===== src/rtl/core/cha_pkg.sv =====
`timescale 1ns / 1ps
package cha_pkg;

  localparam int CORDIC_STEPS_DEF = 16;
  localparam int STEP_MAX         = 24;
  localparam int LANES            = 4;
  localparam int STEP_IDX_W       = 5;

  localparam int IN_W    = 16;
  localparam int XY_W    = 19;
  localparam int ACC_W   = 26;
  localparam int HEAD_W  = 15;
  localparam int OFF_W   = 16;
  localparam int ATAN_W  = 22;

  localparam int TURN_UNITS   = 23040;
  localparam int OFFSET_LIMIT = 23039;
  localparam int ACC_180      = 11796480;
  localparam int ACC_360      = 23592960;
  localparam int ROUND_BIAS   = 512;
  localparam int ROUND_SHIFT  = 10;

  localparam int QUEUE_DEPTH = 2;

  localparam int CFG_IDX_W  = 2;
  localparam int CFG_DATA_W = 16;
  localparam logic [CFG_IDX_W-1:0] CFG_ENABLE = 2'd0;
  localparam logic [CFG_IDX_W-1:0] CFG_OFFSET = 2'd1;

  typedef enum logic [1:0] {
    ST_OK   = 2'd0,
    ST_OFF  = 2'd1,
    ST_BUS  = 2'd2,
    ST_ZERO = 2'd3
  } status_t;

  typedef struct packed {
    status_t                 status;
    logic                    flip;
    logic signed [XY_W-1:0]  x;
    logic signed [XY_W-1:0]  y;
  } cha_item_t;

  function automatic logic [ATAN_W-1:0] atan_lut(input logic [STEP_IDX_W-1:0] i);
    logic [ATAN_W-1:0] v;
    case (i)
      5'd0:    v = 22'd2949120;
      5'd1:    v = 22'd1740967;
      5'd2:    v = 22'd919879;
      5'd3:    v = 22'd466945;
      5'd4:    v = 22'd234379;
      5'd5:    v = 22'd117304;
      5'd6:    v = 22'd58666;
      5'd7:    v = 22'd29335;
      5'd8:    v = 22'd14668;
      5'd9:    v = 22'd7334;
      5'd10:   v = 22'd3667;
      5'd11:   v = 22'd1833;
      5'd12:   v = 22'd917;
      5'd13:   v = 22'd458;
      5'd14:   v = 22'd229;
      5'd15:   v = 22'd115;
      5'd16:   v = 22'd57;
      5'd17:   v = 22'd29;
      5'd18:   v = 22'd14;
      5'd19:   v = 22'd7;
      5'd20:   v = 22'd4;
      5'd21:   v = 22'd2;
      5'd22:   v = 22'd1;
      default: v = 22'd0;
    endcase
    return v;
  endfunction

endpackage


===== src/rtl/core/cha_front.sv =====
`timescale 1ns / 1ps
module cha_front (
  input  logic                               clk,
  input  logic                               rst,
  input  logic                               in_valid,
  output logic                               in_ready,
  input  logic signed [cha_pkg::IN_W-1:0]    x_reading,
  input  logic signed [cha_pkg::IN_W-1:0]    y_reading,
  input  logic                               bus_error,
  input  logic                               enable,
  input  logic                               err_clear,
  input  logic                               q_full,
  output logic                               push,
  output cha_pkg::cha_item_t                 item
);
  import cha_pkg::*;

  logic    error_latched;
  logic    flip;
  status_t st;
  logic signed [XY_W-1:0] xe;
  logic signed [XY_W-1:0] ye;

  assign in_ready = !q_full;
  assign push     = in_valid && in_ready;

  always_comb begin
    if (!enable || error_latched) begin
      st = ST_OFF;
    end else if (bus_error) begin
      st = ST_BUS;
    end else if (x_reading == '0 && y_reading == '0) begin
      st = ST_ZERO;
    end else begin
      st = ST_OK;
    end
  end

  assign flip = x_reading < 0;
  assign xe   = XY_W'(x_reading);
  assign ye   = XY_W'(y_reading);

  always_comb begin
    item.status = st;
    item.flip   = flip;
    item.x      = flip ? -xe : xe;
    item.y      = flip ? -ye : ye;
  end

  // latch on a bus error, clear on any enable write
  always_ff @(posedge clk) begin
    if (rst) begin
      error_latched <= 1'b0;
    end else if (err_clear) begin
      error_latched <= 1'b0;
    end else if (push && st == ST_BUS) begin
      error_latched <= 1'b1;
    end
  end

endmodule


===== src/rtl/core/cha_queue.sv =====
`timescale 1ns / 1ps
module cha_queue (
  input  logic                clk,
  input  logic                rst,
  input  logic                push,
  input  cha_pkg::cha_item_t  push_item,
  output logic                full,
  output logic                head_valid,
  input  logic                pop,
  output cha_pkg::cha_item_t  head_item
);
  import cha_pkg::*;

  localparam int PTR_W = (QUEUE_DEPTH > 1) ? $clog2(QUEUE_DEPTH) : 1;
  localparam int CNT_W = $clog2(QUEUE_DEPTH + 1);

  cha_item_t        mem [QUEUE_DEPTH];
  logic [PTR_W-1:0] wr_ptr;
  logic [PTR_W-1:0] rd_ptr;
  logic [CNT_W-1:0] count;

  assign full       = count == CNT_W'(QUEUE_DEPTH);
  assign head_valid = count != '0;
  assign head_item  = mem[rd_ptr];

  always_ff @(posedge clk) begin
    if (push) begin
      mem[wr_ptr] <= push_item;
    end
  end

  always_ff @(posedge clk) begin
    if (rst) begin
      wr_ptr <= '0;
      rd_ptr <= '0;
      count  <= '0;
    end else begin
      if (push) begin
        wr_ptr <= (wr_ptr == PTR_W'(QUEUE_DEPTH - 1)) ? '0 : wr_ptr + 1'b1;
      end
      if (pop) begin
        rd_ptr <= (rd_ptr == PTR_W'(QUEUE_DEPTH - 1)) ? '0 : rd_ptr + 1'b1;
      end
      if (push && !pop) begin
        count <= count + 1'b1;
      end else if (pop && !push) begin
        count <= count - 1'b1;
      end
    end
  end

endmodule


===== src/rtl/core/cha_back.sv =====
`timescale 1ns / 1ps
module cha_back #(
  parameter int CORDIC_STEPS = cha_pkg::CORDIC_STEPS_DEF
) (
  input  logic                               clk,
  input  logic                               rst,
  input  logic                               q_valid,
  output logic                               q_pop,
  input  cha_pkg::cha_item_t                 q_item,
  input  logic signed [cha_pkg::OFF_W-1:0]   offset,
  output logic                               out_valid,
  input  logic                               out_ready,
  output logic [cha_pkg::HEAD_W-1:0]         heading,
  output logic [1:0]                         status
);
  import cha_pkg::*;

  localparam int PASSES = (CORDIC_STEPS + LANES - 1) / LANES;
  localparam int CNT_W  = $clog2(PASSES + 1);
  localparam int SUM_W  = HEAD_W + 2;

  typedef struct packed {
    logic signed [XY_W-1:0]  x;
    logic signed [XY_W-1:0]  y;
    logic signed [ACC_W-1:0] acc;
  } cord_t;

  function automatic cord_t cordic_pass(input cord_t c_in, input logic [STEP_IDX_W-1:0] base);
    cord_t c;
    logic signed [XY_W-1:0]  xs;
    logic signed [XY_W-1:0]  ys;
    logic signed [ACC_W-1:0] ang;
    int k;
    c = c_in;
    for (int j = 0; j < LANES; j++) begin
      k = int'(base) + j;
      if (k < CORDIC_STEPS && k < STEP_MAX) begin
        xs  = c.x >>> k;
        ys  = c.y >>> k;
        ang = $signed(ACC_W'(atan_lut(STEP_IDX_W'(k))));
        if (c.y < 0) begin
          c.x   = c.x - ys;
          c.y   = c.y + xs;
          c.acc = c.acc - ang;
        end else begin
          c.x   = c.x + ys;
          c.y   = c.y - xs;
          c.acc = c.acc + ang;
        end
      end
    end
    return c;
  endfunction

  cord_t                  work;
  status_t                work_status;
  logic                   busy;
  logic [CNT_W-1:0]       cnt;
  cord_t                  pass_in;
  cord_t                  pass_out;
  logic [STEP_IDX_W-1:0]  pass_base;
  logic                   done;
  logic                   it_move;

  logic                   r_valid;
  logic [HEAD_W-1:0]      r_raw;
  status_t                r_status;
  logic                   r_move;
  logic                   r_free;
  logic                   out_free;

  logic signed [ACC_W-1:0] acc_pos;
  logic signed [ACC_W-1:0] acc_rnd;
  logic [HEAD_W:0]         raw_q;
  logic [HEAD_W-1:0]       raw_next;

  logic signed [SUM_W-1:0] sum;
  logic signed [SUM_W-1:0] sum_wrap;

  assign out_free = !out_valid || out_ready;
  assign r_move   = r_valid && out_free;
  assign r_free   = !r_valid || r_move;
  assign done     = busy && cnt == CNT_W'(PASSES);
  assign it_move  = done && r_free;
  assign q_pop    = q_valid && (!busy || it_move);

  always_comb begin
    if (q_pop) begin
      pass_in.x   = q_item.x;
      pass_in.y   = q_item.y;
      pass_in.acc = q_item.flip ? ACC_W'(ACC_180) : '0;
      pass_base   = '0;
    end else begin
      pass_in     = work;
      pass_base   = STEP_IDX_W'(int'(cnt) * LANES);
    end
    pass_out = cordic_pass(pass_in, pass_base);
  end

  always_ff @(posedge clk) begin
    if (q_pop || (busy && !done)) begin
      work <= pass_out;
    end
    if (q_pop) begin
      work_status <= q_item.status;
    end
  end

  always_ff @(posedge clk) begin
    if (rst) begin
      busy <= 1'b0;
      cnt  <= '0;
    end else if (q_pop) begin
      busy <= 1'b1;
      cnt  <= CNT_W'(1);
    end else if (it_move) begin
      busy <= 1'b0;
    end else if (busy && !done) begin
      cnt  <= cnt + 1'b1;
    end
  end

  always_comb begin
    acc_pos = (work.acc < 0) ? work.acc + ACC_W'(ACC_360) : work.acc;
    acc_rnd = (acc_pos + ACC_W'(ROUND_BIAS)) >>> ROUND_SHIFT;
    raw_q   = acc_rnd[HEAD_W:0];
    if (raw_q >= (HEAD_W + 1)'(TURN_UNITS)) begin
      raw_q = raw_q - (HEAD_W + 1)'(TURN_UNITS);
    end
    raw_next = (work_status == ST_OK) ? raw_q[HEAD_W-1:0] : '0;
  end

  always_ff @(posedge clk) begin
    if (it_move) begin
      r_raw    <= raw_next;
      r_status <= work_status;
    end
  end

  always_ff @(posedge clk) begin
    if (rst) begin
      r_valid <= 1'b0;
    end else if (it_move) begin
      r_valid <= 1'b1;
    end else if (r_move) begin
      r_valid <= 1'b0;
    end
  end

  always_comb begin
    sum = $signed({2'b00, r_raw}) + SUM_W'(offset);
    if (sum < 0) begin
      sum_wrap = sum + SUM_W'(TURN_UNITS);
    end else if (sum >= SUM_W'(TURN_UNITS)) begin
      sum_wrap = sum - SUM_W'(TURN_UNITS);
    end else begin
      sum_wrap = sum;
    end
  end

  always_ff @(posedge clk) begin
    if (r_move) begin
      heading <= (r_status == ST_OFF) ? '0 : sum_wrap[HEAD_W-1:0];
      status  <= r_status;
    end
  end

  always_ff @(posedge clk) begin
    if (rst) begin
      out_valid <= 1'b0;
    end else if (r_move) begin
      out_valid <= 1'b1;
    end else if (out_ready) begin
      out_valid <= 1'b0;
    end
  end

endmodule


===== src/rtl/core/compass_heading_atan2.sv =====
`timescale 1ns / 1ps
// Compass heading from one two-axis sensor sample.
// s_axis: one word per sample, tdata = {y_reading, x_reading} (signed 16-bit each),
//   tuser = bus_error. m_axis: one word per sample, tdata[14:0] = heading in
//   1/64 degree (0..23039), tuser = status (0 ok, 1 disabled or error latched,
//   2 bus error now, 3 zero vector).
// cfg: index 0 = enable (bit 0, any write clears the error flag), index 1 =
//   signed heading offset in 1/64 degree. Always ready; write only while idle.
// A sample passes the classifying front end into a two-word queue, then a CORDIC
//   unit doing four steps per cycle, a rounding stage and the output register.
// The CORDIC unit sets the sample rate: it works on one sample at a time and takes the
//   next from the queue as it hands its result to the rounding stage.
// Reset clears the error flag, enable and offset, and empties every stage.
// When m_axis_tready is low the output word holds, the stages behind it fill,
//   and s_axis_tready drops once the queue is full.
module compass_heading_atan2 #(
  parameter int CORDIC_STEPS = cha_pkg::CORDIC_STEPS_DEF
) (
  input  logic                              clk,
  input  logic                              rst,
  input  logic                              s_axis_tvalid,
  output logic                              s_axis_tready,
  input  logic [31:0]                       s_axis_tdata,   // x_reading, y_reading
  input  logic                              s_axis_tuser,   // bus_error
  output logic                              m_axis_tvalid,
  input  logic                              m_axis_tready,
  output logic [15:0]                       m_axis_tdata,   // heading, pad
  output logic [1:0]                        m_axis_tuser,   // status
  input  logic                              cfg_valid,
  output logic                              cfg_ready,
  input  logic [cha_pkg::CFG_IDX_W-1:0]     cfg_index,
  input  logic [cha_pkg::CFG_DATA_W-1:0]    cfg_data
);
  import cha_pkg::*;

  logic                     enable;
  logic signed [OFF_W-1:0]  offset_sat;
  logic signed [OFF_W-1:0]  cfg_signed;
  logic                     cfg_write;
  logic                     err_clear;

  logic                     push;
  logic                     q_full;
  logic                     q_valid;
  logic                     q_pop;
  cha_item_t                push_item;
  cha_item_t                head_item;
  logic [HEAD_W-1:0]        heading;

  assign cfg_ready  = 1'b1;
  assign cfg_write  = cfg_valid && cfg_ready;
  assign err_clear  = cfg_write && cfg_index == CFG_ENABLE;
  assign cfg_signed = $signed(cfg_data[OFF_W-1:0]);

  always_ff @(posedge clk) begin
    if (rst) begin
      enable     <= 1'b0;
      offset_sat <= '0;
    end else if (cfg_write) begin
      case (cfg_index)
        CFG_ENABLE: begin
          enable <= cfg_data[0];
        end
        CFG_OFFSET: begin
          if (cfg_signed > OFF_W'(OFFSET_LIMIT)) begin
            offset_sat <= OFF_W'(OFFSET_LIMIT);
          end else if (cfg_signed < -OFF_W'(OFFSET_LIMIT)) begin
            offset_sat <= -OFF_W'(OFFSET_LIMIT);
          end else begin
            offset_sat <= cfg_signed;
          end
        end
        default: begin
        end
      endcase
    end
  end

  cha_front u_front (
    .clk       (clk),
    .rst       (rst),
    .in_valid  (s_axis_tvalid),
    .in_ready  (s_axis_tready),
    .x_reading ($signed(s_axis_tdata[15:0])),
    .y_reading ($signed(s_axis_tdata[31:16])),
    .bus_error (s_axis_tuser),
    .enable    (enable),
    .err_clear (err_clear),
    .q_full    (q_full),
    .push      (push),
    .item      (push_item)
  );

  cha_queue u_queue (
    .clk        (clk),
    .rst        (rst),
    .push       (push),
    .push_item  (push_item),
    .full       (q_full),
    .head_valid (q_valid),
    .pop        (q_pop),
    .head_item  (head_item)
  );

  cha_back #(
    .CORDIC_STEPS (CORDIC_STEPS)
  ) u_back (
    .clk       (clk),
    .rst       (rst),
    .q_valid   (q_valid),
    .q_pop     (q_pop),
    .q_item    (head_item),
    .offset    (offset_sat),
    .out_valid (m_axis_tvalid),
    .out_ready (m_axis_tready),
    .heading   (heading),
    .status    (m_axis_tuser)
  );

  assign m_axis_tdata = {1'b0, heading};

endmodule


===== config.mk =====
export PLATFORM = sky130hd
export DESIGN_NAME = compass_heading_atan2
export DESIGN_NICKNAME = d
export VERILOG_FILES = /design/src/rtl/core/cha_pkg.sv /design/src/rtl/core/cha_front.sv /design/src/rtl/core/cha_queue.sv /design/src/rtl/core/cha_back.sv /design/src/rtl/core/compass_heading_atan2.sv
export SDC_FILE = /design/constraint.sdc
export NUM_CORES = 2
export LEC_CHECK = 0
export BUFFER_PORTS_ARGS = -buffer_cell sky130_fd_sc_hd__buf_2
export CAP_MARGIN = 20
export CORE_MARGIN = 5
export CORE_UTILIZATION = 40
export CTS_CLUSTER_SIZE = 20
export DETAILED_ROUTE_END_ITERATION = 10
export HOLD_SLACK_MARGIN = 0.08
export PLACE_DENSITY = 0.61
export SLEW_MARGIN = 20
export SYNTH_ARGS = -nofsm -noshare
export SYNTH_HDL_FRONTEND = slang
export SYNTH_SLANG_ARGS = --single-unit

===== constraint.sdc =====
create_clock -name clk -period 22.3 [get_ports clk]
set_input_delay 0 -clock clk [delete_from_list [all_inputs] [get_ports clk]]
set_output_delay 0 -clock clk [all_outputs]
set_load 0.005 [all_outputs]

==> results.cfg <==
[status]
status = completed

[synthesis]
ys_ff_latch = 211
synth.distinct_cells = 120
synthCells = 4068
ys.flop_type = edfxtp_1
synth_edf_count = 182
ys_seq_area_share_pct = 19.52
synth_area_per_cell_um2 = 7.612
yosysWarnings = 0
synth_area_um2 = 30960
ys_async_sr_fraction_pct = 0

[hold_path]
min_to = offset_sat[0]$_SDFFE_PP0P_
hold_depth = 4
hold_path.class = in2reg
hp-start = cfg_index[0]

[setup_path]
path_common_cell = a21oi_1
cp_slowest_stage_delay_ns = 0.82
r2r-start = u_back.cnt[1]$_SDFFE_PP0P_
r2r_end = u_back.work[41]$_DFFE_PP_
arrival_ns = 21.42
critPathKind = reg2reg
cp-startpoint = u_back.cnt[1]$_SDFFE_PP0P_
worst-endpoint-required_ns = 22.65
startpoint_type = flip-flop
rr_worst_depth = 86
cp_max_fo = 36
crit_path_end_kind = flip-flop
cp_slowest_cell = a21oi_1
r2r_setup_slack_ns = 1.23

[route]
drc_errors = 0
vias_per_cell = 6.191
ant_nets = 0
wl_um = 130900
post_drt_wl_per_cell_um = 25.13
drtPass1Iterations = 8
dr.first_iter.drc_count = 3647
vias = 32250

[sta]
hold_violations = 0
tns_ns = 0
rsz0062_at_grt = no
finalCritPeriodShare_pct = 94.48
period_needed_ns = 21.07
relSlewSlack_pct = 22.34
tightest_slew_ns = 1.153
fin_worst_skew_ns = 0.01509
fmax_mhz = 47.46
setup_viol = 0
slew_violations = 0

[layout]
drive_above_1_share_pct = 7.995
layout_commonest_cell = o21ai_0
mostFrequentLayoutCells = o21ai_0, a21oi_1, nand2_1, nor2_1, ha_1
area_growth_syn_to_layout_pct = 10.87
finalNetCount = 4510
design_area_um2 = 34330

[run]
maxCapViolCount = 0

[floorplanning]
die-area_um2 = 83080
fp.coreArea_um2 = 77080
fp.dieH_um = 288.2
start_util_pct = 40.17
std_cell_rows = 102
die_w_um = 288.2
boundaryPins = 77

[global_route]
track_usage_pct = 30.09
grt_pass1_wl_um = 191300
grt_antenna_before_repair = 4
grt_max_degree = 86
grt_pass1_vias = 29900
grt_remaining_overflow = 0

[clock_network]
h-tree-depth = 1
clock_sink_count = 211
clk_path_buf_depth = 3
clk_pin_slew_worst_paths_ns = 0.07
cts_tree = done
clk_latency_ns = 0.60
ctsRootBufferMaster = clkbuf_16
cts_buffers = 26

[placed_design]
portBuffers = 74
hpwlAfterDp_um = 101000
placed_area_um2 = 32500
place.gp.congestion = 1.019
[worst max-delay path by stage]
stage	to	slack, ns
after floorplan	u_back.work[25]$_DFFE_PP_	2.67
after global placement	u_back.work[25]$_DFFE_PP_	0.77
after detailed placement	u_back.work[25]$_DFFE_PP_	0.63
after CTS	u_back.work[25]$_DFFE_PP_	0.51
after global routing	u_back.work[24]$_DFFE_PP_	0.009
final	u_back.work[41]$_DFFE_PP_	1.23
[synthesized netlist by cell type (all sizes together) (29+ instances only)]
cell type / n / area share [%]
nand3: 68 / 1.1
a21oi: 388 / 6.3
clkbuf: 128 / 1.6
xor2: 102 / 2.9
or2: 31 / 0.63
or3: 38 / 0.78
nor2: 367 / 4.5
and2: 52 / 1.1
dfxtp: 29 / 1.9
a31oi: 63 / 1.3
xnor2: 258 / 7.3
nor3: 90 / 1.5
buf: 65 / 1.1
ha: 296 / 12
edfxtp: 182 / 18
and3: 34 / 0.69
a21o: 97 / 2.4
o21bai: 57 / 1.4
o211ai: 30 / 0.74
a211oi: 53 / 1.3
a21boi: 31 / 0.78
nand2: 373 / 4.5
o31ai: 59 / 1.5
nor4: 30 / 0.77
mux2i: 74 / 2.4
nor2b: 35 / 0.71
o21a: 54 / 1.3
o21ai: 412 / 6.7
nand2b: 48 / 0.97
inv: 209 / 2.5
[layer usage]
layer  global-route usage, %  part of all wire [%]  vias to the layer above
met1                   41.85                    43                    15150
met3                   4.215                   9.0                      363
met4                   14.01                   5.9                        2
met5                       0                0.0084                        -
met2                   46.21                    42                     1673
li1                        -                     -                    15060
[registers in the layout, summed over array words and instances, names as in the netlist, 3 cells and up, named ones only]
register        flops
u_queue.mem        82
u_back.work        64
offset_sat         16
u_back.heading     15
u_back.r_raw       15
u_back.cnt          3
[what timing repair did]
action,CTS,global route
hold buffers,85,0
endpoints found under the setup margin,0,21
resized for setup,0,13
setup buffers,0,3
hold endpoints to repair,122,0
[stage by stage]
stage / setup slack [ns] / utilization [%] / std cells / hold WS, ns
after floorplan: 2.672 / - / 4074 / 0.09887
after global placement: 0.7697 / 42.15 / 5067 / 0.2557
after detailed placement: 0.6336 / 42.16 / 5068 / 0.2634
after CTS: 0.5080 / 44.41 / 5201 / 0.1037
after global routing: 0.009322 / 44.53 / 5206 / 0.1340
final: 1.231 / 44.53 / 5209 / 0.1237
[cell type report]
| class | instances | area [um^2] |
|---|---|---|
| diodes | 4 | 10.01 |
| flip-flops and latches | 211 | 6050 |
| multi-input cells | 3460 | 23470 |
| fillers | 7888 | 42750 |
| inverters | 211 | 799.5 |
| well taps | 1040 | 1301 |
| repair buffers | 235 | 1814 |
| clock inverters | 18 | 216.5 |
| clock buffers | 30 | 665.6 |
[logic make-up after synthesis]
logic type               Yosys count  synth area share, %
XOR/XNOR                         361                10.33
AO/OA/AOI/OAI                   1427                28.97
other                              2              0.02425
adder cells (fa/ha/maj)          309                12.80
flip-flops                       211                19.52
buffers and inverters            404                5.188
AND/OR/NAND/NOR                 1245                19.25
multiplexers                     109                3.919
[critical path: cells and delay by family, from the launching register on]
family / cells / cell delay (ns)
multiplexers: 3 / 1.18
AND/OR/NAND/NOR: 15 / 2.86
adder cells (fa/ha/maj): 9 / 2.59
AO/OA/AOI/OAI: 49 / 11.82
XOR/XNOR: 5 / 0.84
buffers and inverters: 5 / 1.14
flip-flops: 1 / 0.33
Power is left out: the tool's default activity adds up to more than one toggle a clock period on the data nets, which glitch-free logic cannot reach.
